`config.mk`:
```
export PLATFORM = sky130hd
export DESIGN_NAME = utf32_to_utf16_converter_top
export DESIGN_NICKNAME = d
export VERILOG_FILES = /design/src/design/u32u16_pkg.sv /design/src/design/u32u16_front.sv /design/src/design/u32u16_fifo.sv /design/src/design/u32u16_back.sv /design/src/design/utf32_to_utf16_converter_top.sv
export SDC_FILE = /design/constraint.sdc
export NUM_CORES = 1
export LEC_CHECK = 0
export BUFFER_PORTS_ARGS = -buffer_cell sky130_fd_sc_hd__clkbuf_2
export CAP_MARGIN = 20
export CORE_ASPECT_RATIO = 0.8
export CORE_MARGIN = 5
export CORE_UTILIZATION = 35
export DETAILED_ROUTE_END_ITERATION = 10
export PLACE_DENSITY = 0.6
export SETUP_SLACK_MARGIN = 0.2
export SYNTH_ARGS = -nofsm -noshare
export SYNTH_HDL_FRONTEND = slang
export SYNTH_SLANG_ARGS = --single-unit
```
`constraint.sdc`:
```
create_clock -name i_clk -period 16.5 [get_ports i_clk]
set_clock_uncertainty 0.15 [all_clocks]
set_input_delay 1.65 -clock i_clk [delete_from_list [all_inputs] [get_ports i_clk]]
set_output_delay 1.65 -clock i_clk [all_outputs]
set_load 0.01 [all_outputs]
```
`src/design/u32u16_pkg.sv`:
```
// ----------------------------------------------------------------------------
// u32u16_pkg
// shared types and constants of the utf-32 to utf-16 converter
// ----------------------------------------------------------------------------
package u32u16_pkg;

    // stream position counter width
    localparam int POSITION_WIDTH = 32;

    // descriptor queue between front and back
    localparam int FIFO_DEPTH = 4;
    localparam int FIFO_PTR_W = $clog2(FIFO_DEPTH);
    localparam int FIFO_CNT_W = $clog2(FIFO_DEPTH + 1);

    // configuration port
    localparam int CFG_INDEX_WIDTH = 8;
    localparam int CFG_DATA_WIDTH  = 8;
    localparam logic [CFG_INDEX_WIDTH-1:0] CFG_BYTE_SWAP  = CFG_INDEX_WIDTH'(0);
    localparam logic [CFG_INDEX_WIDTH-1:0] CFG_ERROR_MODE = CFG_INDEX_WIDTH'(1);

    // error modes
    localparam logic [1:0] MODE_PRECISE = 2'd0;
    localparam logic [1:0] MODE_AT_END  = 2'd1;

    // result status codes
    localparam logic [1:0] ST_RUNNING   = 2'd0;
    localparam logic [1:0] ST_SUCCESS   = 2'd1;
    localparam logic [1:0] ST_SURROGATE = 2'd2;
    localparam logic [1:0] ST_TOO_LARGE = 2'd3;

    // code point constants
    localparam logic [31:0] CP_MAX        = 32'h0010_FFFF;
    localparam logic [31:0] CP_PLANE_MASK = 32'hFFFF_0000;
    localparam logic [20:0] CP_SUPP_BASE  = 21'h1_0000;
    localparam logic [15:0] HI_SURR_BASE  = 16'hD800;
    localparam logic [15:0] LO_SURR_BASE  = 16'hDC00;
    localparam logic [20:0] SURR_PREFIX   = 21'h1B; // 0xD800..0xDFFF >> 11

    // one classified item: up to two results, the first only for a pair
    typedef struct packed {
        logic        pair;
        logic [15:0] unit_hi;
        logic [15:0] unit_fin;
        logic        fin_valid;
        logic [1:0]  fin_status;
        logic [31:0] fin_pos;
    } t_desc;

    localparam int DESC_WIDTH = $bits(t_desc);

    function automatic logic [15:0] swap_unit(input logic [15:0] u, input logic swap);
        swap_unit = swap ? {u[7:0], u[15:8]} : u;
    endfunction

endpackage

```
`src/design/u32u16_front.sv`:
```
// ----------------------------------------------------------------------------
// u32u16_front
// accepts code points, tracks stream state and builds result descriptors
// ----------------------------------------------------------------------------
module u32u16_front (
    input  logic                                   i_clk,
    input  logic                                   i_rst_n,
    input  logic                                   i_cfg_valid,
    input  logic [u32u16_pkg::CFG_INDEX_WIDTH-1:0] i_cfg_index,
    input  logic [u32u16_pkg::CFG_DATA_WIDTH-1:0]  i_cfg_data,
    input  logic                                   i_push,
    input  logic [31:0]                            i_code_point,
    input  logic                                   i_last_in,
    input  logic                                   i_q_full,
    output logic                                   o_q_write,
    output u32u16_pkg::t_desc                      o_q_data
);

    logic                                  r_byte_swap;
    logic [1:0]                            r_error_mode;
    logic [u32u16_pkg::POSITION_WIDTH-1:0] r_position;
    logic [u32u16_pkg::POSITION_WIDTH-1:0] n_position;
    logic                                  r_stopped;
    logic                                  n_stopped;
    logic                                  r_surr_seen;
    logic                                  n_surr_seen;

    logic        w_accept;
    logic        w_too_large;
    logic        w_is_surr;
    logic        w_error;
    logic        w_bmp;
    logic        w_new_surr;
    logic [20:0] w_v;
    logic [63:0] w_pos_ext;
    logic [31:0] w_pos;
    logic [1:0]  w_end_status;

    assign w_accept     = i_push && !i_q_full;
    assign w_too_large  = i_code_point > u32u16_pkg::CP_MAX;
    assign w_is_surr    = i_code_point[31:11] == u32u16_pkg::SURR_PREFIX;
    assign w_error      = w_too_large
                       || (w_is_surr && r_error_mode == u32u16_pkg::MODE_PRECISE);
    assign w_bmp        = (i_code_point & u32u16_pkg::CP_PLANE_MASK) == 32'd0;
    assign w_new_surr   = w_is_surr && r_error_mode == u32u16_pkg::MODE_AT_END;
    assign w_v          = i_code_point[20:0] - u32u16_pkg::CP_SUPP_BASE;
    assign w_pos_ext    = 64'(r_position);
    assign w_pos        = w_pos_ext[31:0];
    assign w_end_status = (r_surr_seen || (w_bmp && w_new_surr))
                        ? u32u16_pkg::ST_SURROGATE : u32u16_pkg::ST_SUCCESS;

    assign o_q_write = w_accept && !r_stopped;

    // descriptor build
    always_comb begin
        o_q_data = '0;
        if (w_error) begin
            o_q_data.fin_status = w_too_large ? u32u16_pkg::ST_TOO_LARGE
                                              : u32u16_pkg::ST_SURROGATE;
            o_q_data.fin_pos    = w_pos;
        end else begin
            o_q_data.fin_valid  = 1'b1;
            o_q_data.fin_status = i_last_in ? w_end_status : u32u16_pkg::ST_RUNNING;
            o_q_data.fin_pos    = i_last_in ? w_pos : 32'd0;
            if (w_bmp) begin
                o_q_data.unit_fin = u32u16_pkg::swap_unit(i_code_point[15:0], r_byte_swap);
            end else begin
                o_q_data.pair     = 1'b1;
                o_q_data.unit_hi  = u32u16_pkg::swap_unit(
                    u32u16_pkg::HI_SURR_BASE + {6'd0, w_v[19:10]}, r_byte_swap);
                o_q_data.unit_fin = u32u16_pkg::swap_unit(
                    u32u16_pkg::LO_SURR_BASE | {6'd0, w_v[9:0]}, r_byte_swap);
            end
        end
    end

    // stream state update
    always_comb begin
        n_position  = r_position;
        n_stopped   = r_stopped;
        n_surr_seen = r_surr_seen;
        if (w_accept) begin
            if (i_last_in) begin
                n_position  = '0;
                n_stopped   = 1'b0;
                n_surr_seen = 1'b0;
            end else if (!r_stopped) begin
                if (w_error) begin
                    n_stopped = 1'b1;
                end else begin
                    n_position = r_position + 1'b1;
                    if (w_bmp && w_new_surr) begin
                        n_surr_seen = 1'b1;
                    end
                end
            end
        end
    end

    always_ff @(posedge i_clk) begin
        if (!i_rst_n) begin
            r_byte_swap  <= 1'b0;
            r_error_mode <= u32u16_pkg::MODE_PRECISE;
            r_position   <= '0;
            r_stopped    <= 1'b0;
            r_surr_seen  <= 1'b0;
        end else begin
            r_position  <= n_position;
            r_stopped   <= n_stopped;
            r_surr_seen <= n_surr_seen;
            if (i_cfg_valid && i_cfg_index == u32u16_pkg::CFG_BYTE_SWAP) begin
                r_byte_swap <= i_cfg_data[0];
            end
            if (i_cfg_valid && i_cfg_index == u32u16_pkg::CFG_ERROR_MODE) begin
                r_error_mode <= i_cfg_data[1:0];
            end
        end
    end

`ifndef SYNTHESIS
    // an error in mid stream stops it
    a_error_stops: assert property (@(posedge i_clk) disable iff (!i_rst_n)
        (o_q_write && w_error && !i_last_in) |=> r_stopped)
        else $error("error in mid stream did not stop it");
`endif

endmodule

```
`src/design/u32u16_fifo.sv`:
```
// ----------------------------------------------------------------------------
// u32u16_fifo
// short descriptor queue that decouples the front from the back
// ----------------------------------------------------------------------------
module u32u16_fifo (
    input  logic              i_clk,
    input  logic              i_rst_n,
    input  logic              i_wr,
    input  u32u16_pkg::t_desc i_wr_data,
    output logic              o_full,
    input  logic              i_rd,
    output logic              o_rd_valid,
    output u32u16_pkg::t_desc o_rd_data
);

    u32u16_pkg::t_desc                   r_mem [u32u16_pkg::FIFO_DEPTH];
    logic [u32u16_pkg::FIFO_PTR_W-1:0]   r_wr_ptr;
    logic [u32u16_pkg::FIFO_PTR_W-1:0]   r_rd_ptr;
    logic [u32u16_pkg::FIFO_CNT_W-1:0]   r_count;

    function automatic logic [u32u16_pkg::FIFO_CNT_W-1:0] FIFO_CNT_W_ONE(input logic b);
        FIFO_CNT_W_ONE = u32u16_pkg::FIFO_CNT_W'(b);
    endfunction

    assign o_full     = r_count == u32u16_pkg::FIFO_CNT_W'(u32u16_pkg::FIFO_DEPTH);
    assign o_rd_valid = r_count != '0;
    assign o_rd_data  = r_mem[r_rd_ptr];

    always_ff @(posedge i_clk) begin
        if (i_wr) begin
            r_mem[r_wr_ptr] <= i_wr_data;
        end
    end

    always_ff @(posedge i_clk) begin
        if (!i_rst_n) begin
            r_wr_ptr <= '0;
            r_rd_ptr <= '0;
            r_count  <= '0;
        end else begin
            if (i_wr) begin
                r_wr_ptr <= r_wr_ptr + 1'b1;
            end
            if (i_rd) begin
                r_rd_ptr <= r_rd_ptr + 1'b1;
            end
            r_count <= r_count + FIFO_CNT_W_ONE(i_wr) - FIFO_CNT_W_ONE(i_rd);
        end
    end

`ifndef SYNTHESIS
    a_no_overflow: assert property (@(posedge i_clk) disable iff (!i_rst_n)
        !(i_wr && o_full))
        else $error("descriptor queue overflow");

    a_no_underflow: assert property (@(posedge i_clk) disable iff (!i_rst_n)
        !(i_rd && !o_rd_valid))
        else $error("descriptor queue underflow");
`endif

endmodule

```
`src/design/u32u16_back.sv`:
```
// ----------------------------------------------------------------------------
// u32u16_back
// output register: sends one or two results per descriptor
// ----------------------------------------------------------------------------
module u32u16_back (
    input  logic              i_clk,
    input  logic              i_rst_n,
    input  logic              i_q_valid,
    input  u32u16_pkg::t_desc i_q_data,
    output logic              o_q_read,
    input  logic              i_pop,
    output logic              o_empty,
    output logic [15:0]       o_unit,
    output logic              o_unit_valid,
    output logic              o_last_out,
    output logic [1:0]        o_status,
    output logic [31:0]       o_error_position
);

    u32u16_pkg::t_desc r_cur;
    logic              r_valid;
    logic              r_half;
    logic              w_taken;
    logic              w_free;

    assign w_taken  = i_pop && r_valid;
    assign w_free   = !r_valid || (w_taken && !r_half);
    assign o_q_read = w_free && i_q_valid;

    assign o_empty          = !r_valid;
    assign o_unit           = r_half ? r_cur.unit_hi : r_cur.unit_fin;
    assign o_unit_valid     = r_half || r_cur.fin_valid;
    assign o_last_out       = !r_half;
    assign o_status         = r_half ? u32u16_pkg::ST_RUNNING : r_cur.fin_status;
    assign o_error_position = r_half ? 32'd0 : r_cur.fin_pos;

    always_ff @(posedge i_clk) begin
        if (o_q_read) begin
            r_cur <= i_q_data;
        end
    end

    always_ff @(posedge i_clk) begin
        if (!i_rst_n) begin
            r_valid <= 1'b0;
            r_half  <= 1'b0;
        end else if (o_q_read) begin
            r_valid <= 1'b1;
            r_half  <= i_q_data.pair;
        end else if (w_taken) begin
            if (r_half) begin
                r_half <= 1'b0;
            end else begin
                r_valid <= 1'b0;
            end
        end
    end

`ifndef SYNTHESIS
    a_half_valid: assert property (@(posedge i_clk) disable iff (!i_rst_n)
        r_half |-> r_valid)
        else $error("pair half pending without a held result");

    a_pair_second: assert property (@(posedge i_clk) disable iff (!i_rst_n)
        (w_taken && r_half) |=> (r_valid && !r_half))
        else $error("low surrogate lost after high surrogate");
`endif

endmodule

```
`src/design/utf32_to_utf16_converter_top.sv`:
```
// ----------------------------------------------------------------------------
// utf32_to_utf16_converter_top
// utf-32 code points in, utf-16 units with stream status out
// ----------------------------------------------------------------------------
//  channel  | handshake                  | payload
//  input    | i_push / o_full            | i_code_point, i_last_in
//  result   | o_empty / i_pop            | o_unit, o_unit_valid, o_last_out,
//           |                            | o_status, o_error_position
//  config   | i_cfg_valid / o_cfg_ready  | i_cfg_index, i_cfg_data
//
//  one code point is taken per cycle while the queue has space; a supplementary
//  code point yields two results, high surrogate first, and the result side
//  takes no new descriptor until both are popped; the four-entry descriptor
//  queue absorbs bursts; the first result reaches the ports through the queue
//  write, then the output register load; it may be popped while o_empty is low
//  reset is synchronous and clears stream state, config and queue; no clearing pass
//  either side may stall independently; o_full only reflects queue space
// ----------------------------------------------------------------------------
module utf32_to_utf16_converter_top (
    input  logic                                   i_clk,
    input  logic                                   i_rst_n,
    // configuration write channel
    input  logic                                   i_cfg_valid,
    output logic                                   o_cfg_ready,
    input  logic [u32u16_pkg::CFG_INDEX_WIDTH-1:0] i_cfg_index,
    input  logic [u32u16_pkg::CFG_DATA_WIDTH-1:0]  i_cfg_data,
    // code point requests
    input  logic                                   i_push,
    output logic                                   o_full,
    input  logic [31:0]                            i_code_point,
    input  logic                                   i_last_in,
    // results
    output logic                                   o_empty,
    input  logic                                   i_pop,
    output logic [15:0]                            o_unit,
    output logic                                   o_unit_valid,
    output logic                                   o_last_out,
    output logic [1:0]                             o_status,
    output logic [31:0]                            o_error_position
);

    logic              w_q_write;
    u32u16_pkg::t_desc w_q_wdata;
    logic              w_q_full;
    logic              w_q_read;
    logic              w_q_valid;
    u32u16_pkg::t_desc w_q_rdata;

    // config writes are always taken
    assign o_cfg_ready = 1'b1;
    assign o_full      = w_q_full;

    // front: classify, byte swap, position and error tracking
    u32u16_front u_front (
        .i_clk        (i_clk),
        .i_rst_n      (i_rst_n),
        .i_cfg_valid  (i_cfg_valid),
        .i_cfg_index  (i_cfg_index),
        .i_cfg_data   (i_cfg_data),
        .i_push       (i_push),
        .i_code_point (i_code_point),
        .i_last_in    (i_last_in),
        .i_q_full     (w_q_full),
        .o_q_write    (w_q_write),
        .o_q_data     (w_q_wdata)
    );

    // decoupling queue
    u32u16_fifo u_fifo (
        .i_clk      (i_clk),
        .i_rst_n    (i_rst_n),
        .i_wr       (w_q_write),
        .i_wr_data  (w_q_wdata),
        .o_full     (w_q_full),
        .i_rd       (w_q_read),
        .o_rd_valid (w_q_valid),
        .o_rd_data  (w_q_rdata)
    );

    // back: expand descriptors into one or two results
    u32u16_back u_back (
        .i_clk            (i_clk),
        .i_rst_n          (i_rst_n),
        .i_q_valid        (w_q_valid),
        .i_q_data         (w_q_rdata),
        .o_q_read         (w_q_read),
        .i_pop            (i_pop),
        .o_empty          (o_empty),
        .o_unit           (o_unit),
        .o_unit_valid     (o_unit_valid),
        .o_last_out       (o_last_out),
        .o_status         (o_status),
        .o_error_position (o_error_position)
    );

endmodule
```
# After elaboration in Yosys (flattened, before gate mapping)
# Memories as Yosys holds them, arrays and structs flattened. A register that Yosys moved wholly into a read port is not among the register bits.
# Cells that the tools add are included.
# totals
word_cells	91
ramBits	272
latchBits	0
mem_count	1
romBits	0
ff_bits	113
# memory_table
name	depth	width	rd	rd_ports_with_merged_regs	wr	line_no	source
u_fifo.r_mem	4	68	1	1	1	u32u16_fifo.sv:16	u32u16_pkg::t_desc r_mem [u32u16_pkg::FIFO_DEPTH];
# classes
muxes	33
n_mul	0
n_bitwise	0
n_eq_ne	7
n_lt_le_gt_ge	1
n_reduce_logical	27
div_mod_pow	0
shift	0
addsub	7
# op_table
operator	n
32-bit two-way mux	5
16-bit two-way mux	5
34-bit two-way mux	2
32-bit by 1-bit adder with 32-bit output (second input constant)	1
32-bit by 21-bit greater-than comparator with 1-bit output (second input constant)	1
32-bit zero test	1
21-bit by 5-bit == test with 1-bit output (second input constant)	1
20-bit by 17-bit subtractor with 20-bit output (second input constant)	1
17-bit two-way mux	1
15-bit by 11-bit adder with 16-bit output (first input constant)	1
1-bit two-way mux	15
1-bit logical AND	10
2-bit two-way mux	5
8-bit by 1-bit == test with 1-bit output (second input constant)	1
8-bit zero test	1
2-bit inequality test (second input constant)	3
2-bit by 1-bit adder with 2-bit output (second input constant)	2
1-bit zero test	4
1-bit logical OR	4
4-bit AND reduction	1
2-bit nonzero test	2
3-bit by 1-bit adder with 3-bit output	1
3-bit == test (second input constant)	1
3-bit AND reduction	1
other kinds (5)	5

# Longest topological paths before layout
# Gate-level depths: netlist of run 1.
# logic_depth
depth_word	7
mapped_depth	11

# Modules after synthesis
# From an unflattened synthesis of run 1, not the netlist that was laid out.
# hier_totals
cells_unflattened	924
hier_area_um2	15812.7
# modules_own_cells
module	cells_per_inst	seq_area_each_um2	area_per_inst_um2	n_inst
u32u16_fifo	399	8348.0	10279.9	1
u32u16_front	388	740.7	2964.1	1
u32u16_back	135	2052.0	2557.5	1
utf32_to_utf16_converter_top	2	0.0	11.3	1

# Worst setup path after synthesis of run 1
# Ideal clock, no wire load.
# synth_timing
path_kind	input -> register
startpoint	input i_pop
endpoint	register u_fifo.r_count[1] in the netlist's numbering
arrival_ns	6.387
stages	8
n_path_buf	0
path_slack_ns	9.848
setup_time_ns	0.115
t_required_ns	16.235
path_cell_list	inv_1 > o21ai_0 > nor2b_1 > ha_1 > inv_1 > ha_1 > fa_1 > and2_1
# synth_via
elab_chain_cells	5
# synth_rtl
element	line_no	source
from (decl)	utf32_to_utf16_converter_top.sv:34	input logic i_pop,
1-bit logical AND	u32u16_back.sv:26	assign w_taken = i_pop && r_valid;
1-bit logical AND	u32u16_back.sv:27	assign w_free = !r_valid || (w_taken && !r_half);
1-bit logical OR	u32u16_back.sv:27	
1-bit logical AND	u32u16_back.sv:28	assign o_q_read = w_free && i_q_valid;
net u_back.o_q_read	u32u16_back.sv:10	output logic o_q_read,
3-bit by 1-bit subtractor with 3-bit output	u32u16_fifo.sv:47	r_count <= r_count + FIFO_CNT_W_ONE(i_wr) - FIFO_CNT_W_ONE(i_rd);
to (signal assigned)	u32u16_fifo.sv:47	
to (decl)	u32u16_fifo.sv:19	logic [u32u16_pkg::FIFO_CNT_W-1:0] r_count;
# The timed path passes the listed nets, and every way through them passes these cells.
# A chain may end at the register's enable or synchronous reset.

==> impl_metrics.ini, run 1 <==
[detailed_routing]
wl_per_cell_um = 19.29
ant_nets = 0
totalWireLength_um = 30780
drt-vias-per-instance = 4.919
drt_iter0_markers = 683
drt_pass1_iterations = 8
drc = 0
vias = 7850

[synth]
synth-seq-cells = 387
synth.avg_cell_area_um2 = 17.30
syn_nets = 955
synthesis.area_mm2 = 0.01543
synth_edf_count = 339
ys_seq_area_share_pct = 72.20
yosys_warnings = 0
dominantRegCellSynth = edfxtp_1
ys_types = 50
synth.most_common_cell = edfxtp_1
synth_top_cell_by_area = edfxtp_1
synth_top_cell_area_share_pct = 65.97
ys_async_sr_fraction_pct = 0
synth_cells = 892
synth_area_leaders = edfxtp_1 (66%), mux4_2 (9.9%), dfxtp_1 (6.2%), xnor2_1 (1.9%), and2_1 (1.8%)
synth_commonest_cells = edfxtp_1 (339), mux4_2 (68), nor2_1 (60)

[place]
hpwl_um = 18400
io_buffers = 101
place_ws_ns = 11.75
routabilityCongestion = 0.7359

[setup_path]
worstSetupPathType = in2reg
crit_path_cell_trace = clkbuf_2, inv_1, ha_1, nor3b_1, o2111a_1, nand2_1, buf_4, inv_2, nand2_1, a211oi_1
end_kind = flop
worst-path-buf-inv = 4
cpMostUsedCell = nand2_1
path_delay_family = compound AO/OA/AOI/OAI gates
crit_arrival_ns = 4.20
crit_fanout = 18
slowest_delay_ns = 0.75
worstPathRequired_ns = 16.55
start_kind = input pin
critPathSlowestCell = a211oi_1

[timing]
hold_slack_ns = 0.3593
rsz0062_at_grt = no
fmax_ghz = 0.2412
setup_slack_ns = 12.35
finalSetupTns_ns = 0
maxSlewHeadroom_pct = 27.50
finalSetupViolations = 0
fin_crit_sh_pct = 25.13
hold_viol_final = 0
worstMarginPinSlew_ns = 1.088
min_period_ns = 4.146
timing.final.max_slew_violations = 0

[clock_tree]
clock-root-buffer = clkbuf_16
clk_pin_slew_ns = 0.06
cts.sinks = 387
numCtsBuffers = 42
clk_path_buf_depth = 3
ctsHoldBuffers = 0
htree_levels = 2
clkLatencyLatePin_ns = 0.52
tritoncts = done
cts_resized = 0
cts_setup_buffers = 0

[floorplan]
ioPinCount = 109
die_area_mm2 = 0.04841
die_y_um = 197.8
initial_core_util_pct = 35.56
fp.coreArea_mm2 = 0.04339
rows = 68
fp.dieW_um = 244.8

[finish]
syn_to_final_growth_pct = 16.19
drive_above_1_share_pct = 27.90
diodes = 0
final_nets = 1067

[global_route]
grt_first_pass_wirelength_um = 48440
antenna_found_initial = 0
grt_pass1_vias = 8187
grt_max_degree = 71
overflow = 0
grt.total_usage_pct = 12.66

[pwr]
p_leak_nw = 6.154
powerDensity_mw_per_mm2 = 157.7
peakVddDrop_uv = 82.42

[outcome]
status = finished, final reports clean

[run]
cap_violations = 0

[worst_hold_path]
hp-class = reg2reg
path summary, 6_finish.rpt:
check	from	cells after the start	end	slack (ns)
worst max-delay path	i_code_point[16]	10	u_fifo.r_mem[1][52]	12.35
worst min register to register	u_front.r_surr_seen	2	u_front.r_surr_seen	0.36
worst min-delay path	u_front.r_surr_seen	2	u_front.r_surr_seen	0.36
worst max register to register	u_fifo.r_count[1]	6	u_fifo.r_mem[3][49]	13.41
layer usage:
layer	up-vias	share of wire, %	GRT usage, %
li1	3680	-	-
met1	3991	48	18.52
met2	142	46	20.15
met3	37	3.9	2.092
met4	0	1.7	2.867
met5	-	0	0
state kept, by name, summed over array words and instances (netlist names), named ones only:
signal / count
u_back.r_cur: 67
u_back.r_half: 1
u_back.r_valid: 1
u_fifo.r_count: 3
u_fifo.r_mem: 272
u_fifo.r_rd_ptr: 2
u_fifo.r_wr_ptr: 2
u_front.r_byte_swap: 1
u_front.r_error_mode: 2
u_front.r_position: 32
u_front.r_stopped: 1
u_front.r_surr_seen: 1
cell type report:
cell class / instances / area, µm²
clock buffer: 57 / 1179
clock inverter: 19 / 182.7
fill: 3903 / 25460
inverter: 21 / 78.83
multi-input combinational: 438 / 4039
sequential: 387 / 11150
tap: 560 / 700.7
timing repair buffer: 114 / 603.1
cells by family after synthesis:
kind of cell / synth area share [%]
buf+inv: 1.776
simple gates: 8.230
other cells: 0.02430
compound gates: 3.276
xor+xnor: 2.043
mux: 11.68
fa+ha+maj: 0.7784
flops: 72.20
power breakdown:
group	internal, mW	total (mW)	switching [mW]
registers	1.27	1.32	0.0521
logic	0.257	0.590	0.333
clock network	0.548	0.912	0.364
total	2.08	2.83	0.749
worst min-delay path, delay by kind of cell, from the launching register on:
kind	cells	cell delay (ns)
AND/OR/NAND/NOR	1	0.05
flip-flops	1	0.30
AO/OA/AOI/OAI	1	0.11
layout by cell type, fill, tap and decap left out, types with 5 or more instances in the layout:
| cell | netlist | layout |
|---|---|---|
| mux4_2 | 68 | 68 |
| ha_1 | 8 | 8 |
| clkbuf_1 | 24 | 9 |
| dfxtp_1 | 48 | 45 |
| inv_1 | 18 | 18 |
| a2111oi_2 | 10 | 10 |
| xnor2_1 | 33 | 33 |
| nand3_1 | 16 | 16 |
| mux2i_1 | 9 | 9 |
| edfxtp_1 | 339 | 339 |
| nor3_1 | 7 | 7 |
| nor2b_1 | 41 | 40 |
| nor2_1 | 60 | 60 |
| and2_1 | 44 | 40 |
| clkinv_2 | 0 | 8 |
| a21oi_1 | 29 | 29 |
| clkbuf_16 | 0 | 43 |
| nand4_1 | 14 | 14 |
| mux2_2 | 16 | 16 |
| and3_1 | 7 | 7 |
| nand2_1 | 21 | 21 |
| clkbuf_2 | 0 | 101 |
| clkbuf_8 | 0 | 5 |
| a211oi_1 | 17 | 17 |
| buf_4 | 3 | 13 |
per-stage QoR:
| step | total power, mW | utilization [%] | cells | cell area (µm²) |
|---|---|---|---|---|
| finish | 2.827 | 41.32 | 1596 | 17930 |
| global route | 2.971 | 41.32 | 1596 | 17930 |
| CTS | 2.877 | 41.32 | 1596 | 17930 |
| detailed placement | 1.954 | 38.18 | 1520 | 16570 |
| global placement | 1.947 | 38.18 | 1520 | 16570 |
| floorplan | 1.727 | - | 892 | 15430 |
Note: power is estimated with default switching activity, not from simulation.
==> inputs of run 2 (changes only) <==
clock period = 4.04 ns   (was 16.5 ns; I/O delays follow)
==> run 2 against run 1 <==
Setup slack got worse by 11 ns. Global-route usage up 0.31 points. Die area did not move. Wire length up 2.8%. Largest power group unchanged. Highest routed layer is now met5. Critical path type is now reg2reg. Utilization grew 0.18 points.
==> impl_metrics.ini, run 2 (synthesized netlist as in run 1, its figures left out) <==
[outcome]
status = finished, final reports clean

[worst_hold_path]
whs_path_depth = 3
hp-class = in2reg
min_to = u_front.r_error_mode[1]
worstHoldStart = i_cfg_data[1]

[timing]
worstMarginPinSlew_ns = 1.027
fmax_ghz = 0.3564
timing.final.max_slew_violations = 0
finalSetupViolations = 0
maxSlewHeadroom_pct = 31.54
setup_slack_ns = 1.234
fin_crit_sh_pct = 69.45
finalSetupTns_ns = 0
hold_viol_final = 0
rsz0062_at_grt = no
hold_slack_ns = 0.02185
min_period_ns = 2.806

[setup_path]
rrSetupSlack_ns = 1.23
rr_worst_depth = 7
worstSetupPathType = reg2reg
crit_start = u_front.r_error_mode[0]
crit_arrival_ns = 3.00
worstPathRequired_ns = 4.23
end_kind = flop
start_kind = flop
rr_startpoint = u_front.r_error_mode[0]
crit_fanout = 31
timing.rr.end = u_fifo.r_mem[1][2]

[floorplan]
rows = 68
ioPinCount = 109
fp.dieW_um = 244.8
die_area_mm2 = 0.04841
initial_core_util_pct = 35.56
fp.coreArea_mm2 = 0.04339
die_y_um = 197.8

[detailed_routing]
wl_met1_um = 14910
ant_nets = 0
drc = 0
wl_per_cell_um = 19.70
vias = 7967
top_layer_used = met5
totalWireLength_um = 31640
wl_met2_um = 14330
drt_iter0_markers = 611
wl_met3_um = 1694
drt_pass1_iterations = 5
drt-vias-per-instance = 4.961

[pwr]
peakVddDrop_uv = 316.0
pwr-share-clk_pct = 31.6
net-switching-power_mw = 3.084
swShare_pct = 26.89
p_leak_nw = 6.192
powerDensity_mw_per_mm2 = 636.9
intPower_mw = 8.386
pwr-share-comb_pct = 21.5
p_seq_share_pct = 46.8

[place]
place_ws_ns = 0.7286
io_buffers = 101
place_area_mm2 = 0.01664
routabilityCongestion = 0.7807
hpwl_um = 18990
place_inst = 1524

[global_route]
antenna_found_initial = 2
overflow = 0
grt.total_usage_pct = 12.97
grt_max_degree = 71
grt_first_pass_wirelength_um = 48890
grt_pass1_vias = 8192

[run]
cap_violations = 0

[clock_tree]
tritoncts = done
clkLatencyLatePin_ns = 0.54
cts_resized = 0
cts.sinks = 387
clk_path_buf_depth = 3
clock-root-buffer = clkbuf_16
ctsHoldBuffers = 2
clk_pin_slew_ns = 0.06
htree_levels = 2
numCtsBuffers = 42
cts_setup_buffers = 0

[finish]
multi_input_area_mm2 = 0.004039
reg_top3 = u_fifo.r_mem: 272 flops, u_back.r_cur: 67 flops, u_front.r_position: 32 flops
syn_to_final_growth_pct = 16.70
stdcell_count = 1606
fillers = 3894
final_common_cell = edfxtp_1
largest_reg_flops = 272
drive_above_1_share_pct = 28.04
fin_area_mm2 = 0.01801
seqCellArea_mm2 = 0.01115
regMostFlops = u_fifo.r_mem
final_cell_mix = edfxtp_1 (339), clkbuf_2 (101), mux4_2 (68)
final_nets = 1075
## run 2: cell types whose count changed in the layout (fill, tap and decap cells not counted), moves of 2 or more
| cell | delta |
|---|---|
| clkinv_1 | +4 |
| inv_6 | +2 |
| dlygate4sd3_1 | +2 |
| clkinv_4 | -2 |
| buf_12 | +3 |
## run 2: cell type report
type | count | area share [%]
clock inverters | 23 | 1.007
multi-input cells | 438 | 22.43
repair buffers | 122 | 4.016
clock buffers | 54 | 6.309
inverters | 21 | 0.4377
flip-flops and latches | 387 | 61.90
diodes | 1 | 0.01390
well taps | 560 | 3.891
## run 2: layer usage
metal | track usage [%] | vias to the layer above
met2 | 20.41 | 166
met3 | 2.740 | 56
met5 | 0 | -
met4 | 3.199 | 4
li1 | - | 3690
met1 | 18.67 | 4051
## run 2: power by group through the flow
stage	sequential (mW)	combinational, mW	clock (mW)
2_1_floorplan	5.38	1.65	0
3_3_place_gp	5.44	2.52	0
3_5_place_dp	5.46	2.55	0
4_1_cts	5.38	2.57	3.73
5_1_grt	5.43	2.72	3.90
6_report	5.37	2.47	3.63
## run 2: per-stage QoR
step | power [mW] | utilization, %
after CTS | 11.68 | 41.42
after global routing | 12.05 | 41.50
after global placement | 7.969 | 38.34
after detailed placement | 8.007 | 38.34
after floorplan | 7.029 | -
final | 11.47 | 41.50
## run 2: worst max path at each step
stage,end,slack [ns],cells past startpoint
global placement,u_fifo.r_mem[0][2],0.74,9
global route,u_fifo.r_mem[1][2],1.06,7
finish,u_fifo.r_mem[1][2],1.23,7
detailed placement,u_fifo.r_mem[0][2],0.73,7
CTS,u_fifo.r_mem[1][2],1.18,7
floorplan,u_fifo.r_count[1],0.83,8
## run 2: worst max-delay path, cell delays in order (launching register included)
cell and delay [ns]:
dfxtp_1 0.39, or4b_1 0.54, nor3_1 0.15, nand2_1 0.07, nand2_1 0.09, inv_2 0.11, nand2_1 0.74, and2_1 0.36
==> inputs of run 3 (changes only) <==
ABC_AREA = 1   (was default)
clock period = 2.75 ns   (was 4.04 ns; I/O delays follow)
==> run 3 against run 2 <==
Final cell count increased by 43%. Sequential share of layout area decreased by 4.6 points. Wire length increased by 25%. Power increased by 58%. Synthesized cell count increased by 71%. Via count increased by 41%. Global-route usage increased by 2.1 points. Utilization decreased by 0.093 points. Sequential power increased by 50%. Hold slack got worse by 0.0087 ns. Area after synthesis increased by 7.8%. Largest cell class unchanged.
==> impl_metrics.ini, run 3 <==
[floorplan]
die_area_mm2 = 0.05203
ioPinCount = 109
fp.coreArea_mm2 = 0.04699
fp.dieW_um = 253.8
die_y_um = 205.0
initial_core_util_pct = 35.41
rows = 71

[setup_path]
crit_arrival_ns = 2.65
slowest_delay_ns = 0.54
cpMostUsedCell = nand2_1
critPathSlowestCell = dlygate4sd3_1
worstSetupPathType = in2reg
crit_start = i_code_point[16]
worstPathRequired_ns = 2.92
crit_path_cell_trace = dlygate4sd3_1, clkbuf_2, inv_1, ha_1, nand2_1, nand2_1, nand2_2, nor2_8, nand2_4, nor2_4, inv_2, a21oi_1
start_kind = input pin
rr_startpoint = u_fifo.r_count[1]
rrSetupSlack_ns = 0.52
crit_fanout = 11
end_kind = flop

[synth]
synth_commonest_cells = edfxtp_1 (339), nor2_1 (294), nand2_1 (213)
synthesis.area_mm2 = 0.01664
syn_nets = 1585
ys_types = 43
dominantRegCellSynth = edfxtp_1
ys_seq_area_share_pct = 66.96
synth_top_cell_by_area = edfxtp_1
synth-seq-cells = 387
synth_area_leaders = edfxtp_1 (61%), nor2_1 (6.6%), dfxtp_1 (5.8%), nand2_1 (4.8%), o21ai_0 (4.5%)
synth_top_cell_area_share_pct = 61.18
synth.most_common_cell = edfxtp_1
ys_async_sr_fraction_pct = 0
synth.avg_cell_area_um2 = 10.93
synth_cells = 1522
yosys_warnings = 0
synth_edf_count = 339

[place]
routabilityCongestion = 0.9125
hpwl_um = 24590
io_buffers = 101

[detailed_routing]
wl_per_cell_um = 17.34
ant_nets = 0
totalWireLength_um = 39690
vias = 11270
drt_iter0_markers = 896
drt-vias-per-instance = 4.921
drc = 0
drt_pass1_iterations = 5

[finish]
diodes = 0
regMostFlops = u_fifo.r_mem
reg_top3 = u_fifo.r_mem: 272 flops, u_back.r_cur: 67 flops, u_front.r_position: 32 flops
final_nets = 1699
final_common_cell = edfxtp_1
largest_reg_flops = 272
fin_util_pct = 41.41
final_cell_mix = edfxtp_1 (339), nor2_1 (288), nand2_1 (212)
syn_to_final_growth_pct = 16.96
drive_above_1_share_pct = 17.38
fillers = 4396

[timing]
rsz0062_at_grt = yes
timing.final.max_slew_violations = 0
finalSetupTns_ns = 0
maxSlewHeadroom_pct = 54.57
fmax_ghz = 0.4042
finalSetupViolations = 0
min_period_ns = 2.474
worstMarginPinSlew_ns = 0.6774
fin_crit_sh_pct = 89.97
hold_viol_final = 0

[global_route]
grt_pass1_vias = 11000
overflow = 0
grt.total_usage_pct = 15.06
grt_first_pass_wirelength_um = 62170
grt_max_degree = 103
antenna_found_initial = 1

[worst_hold_path]
worstHoldStart = i_rst_n
hp-class = in2reg

[clock_tree]
clk_pin_slew_ns = 0.06
cts_setup_buffers = 0
clock-root-buffer = clkbuf_16
cts.sinks = 387
clkLatencyLatePin_ns = 0.53
tritoncts = done
numCtsBuffers = 42
clk_path_buf_depth = 3
htree_levels = 2

[pwr]
powerDensity_mw_per_mm2 = 932.8
p_leak_nw = 6.882
peakVddDrop_uv = 676.1

[run]
cap_violations = 0

[outcome]
status = finished, final reports clean
==> run 3: final cells by class <==
class / instances / area [µm²] / area share (%)
inverter: 120 / 457.9 / 2.353
clock buffer: 58 / 1132 / 5.819
tap: 620 / 775.7 / 3.986
multi-input combinational: 937 / 4718 / 24.25
timing repair buffer: 148 / 1094 / 5.620
sequential: 387 / 11150 / 57.28
clock inverter: 19 / 135.1 / 0.6944
==> run 3: layer usage <==
layer | vias to the layer above | routed length [µm] | track usage (%)
li1 | 5459 | - | -
met2 | 313 | 18250 | 23.95
met1 | 5446 | 18390 | 22.07
met5 | - | 13 | 0
met3 | 45 | 2357 | 2.209
met4 | 2 | 673 | 3.317
==> run 3: power by group <==
group          internal, mW  total (mW)  switching, mW
clock                  2.99        5.18           2.19
sequential             7.75        8.07          0.316
combinational          1.50        4.91           3.41
total                  12.2        18.2           5.91
==> run 3: stage by stage <==
step	setup slack [ns]	hold slack [ns]	instances	total power [mW]	instance area (µm²)
after floorplan	-0.5026	0.2634	1522	11.06	16680
after global placement	0.3519	0.2913	2203	13.07	18080
after detailed placement	0.2661	0.3000	2203	13.19	18080
after CTS	0.2766	0.002427	2289	18.40	19440
after global routing	0.1809	0.03779	2289	19.17	19460
final	0.2759	0.01312	2289	18.15	19460
==> run 3: worst paths after layout <==
kind / cells after the start / to
max: 12 / u_fifo.r_mem[1][62]
min reg2reg: 2 / flop
max reg2reg: 12 / u_fifo.r_count[2]
min: 3 / u_fifo.r_count[0]
==> run 3: what timing repair did <==
action,in CTS,in global routing
resized for setup,0,5
endpoints found under the setup margin,0,17
endpoints found under the hold margin,19,0
hold buffers,9,0
==> run 3: logic make-up (layout without fill, tap and decap cells) <==
logic type / Yosys count / count (layout) / synth area share [%]
AO/OA/AOI/OAI: 290 / 290 / 9.656
XOR/XNOR: 11 / 11 / 0.5790
adder cells (fa/ha/maj): 9 / 9 / 0.7219
buffers and inverters: 198 / 345 / 5.099
flip-flops: 387 / 387 / 66.96
other: 1 / 1 / 0.02254
AND/OR/NAND/NOR: 626 / 626 / 16.97
==> run 3: critical path: cells and delay by family <==
family,cells,cell delay [ns]
compound gates,1,0.30
simple gates,6,0.92
fa+ha+maj,1,0.18
buf+inv,4,0.97
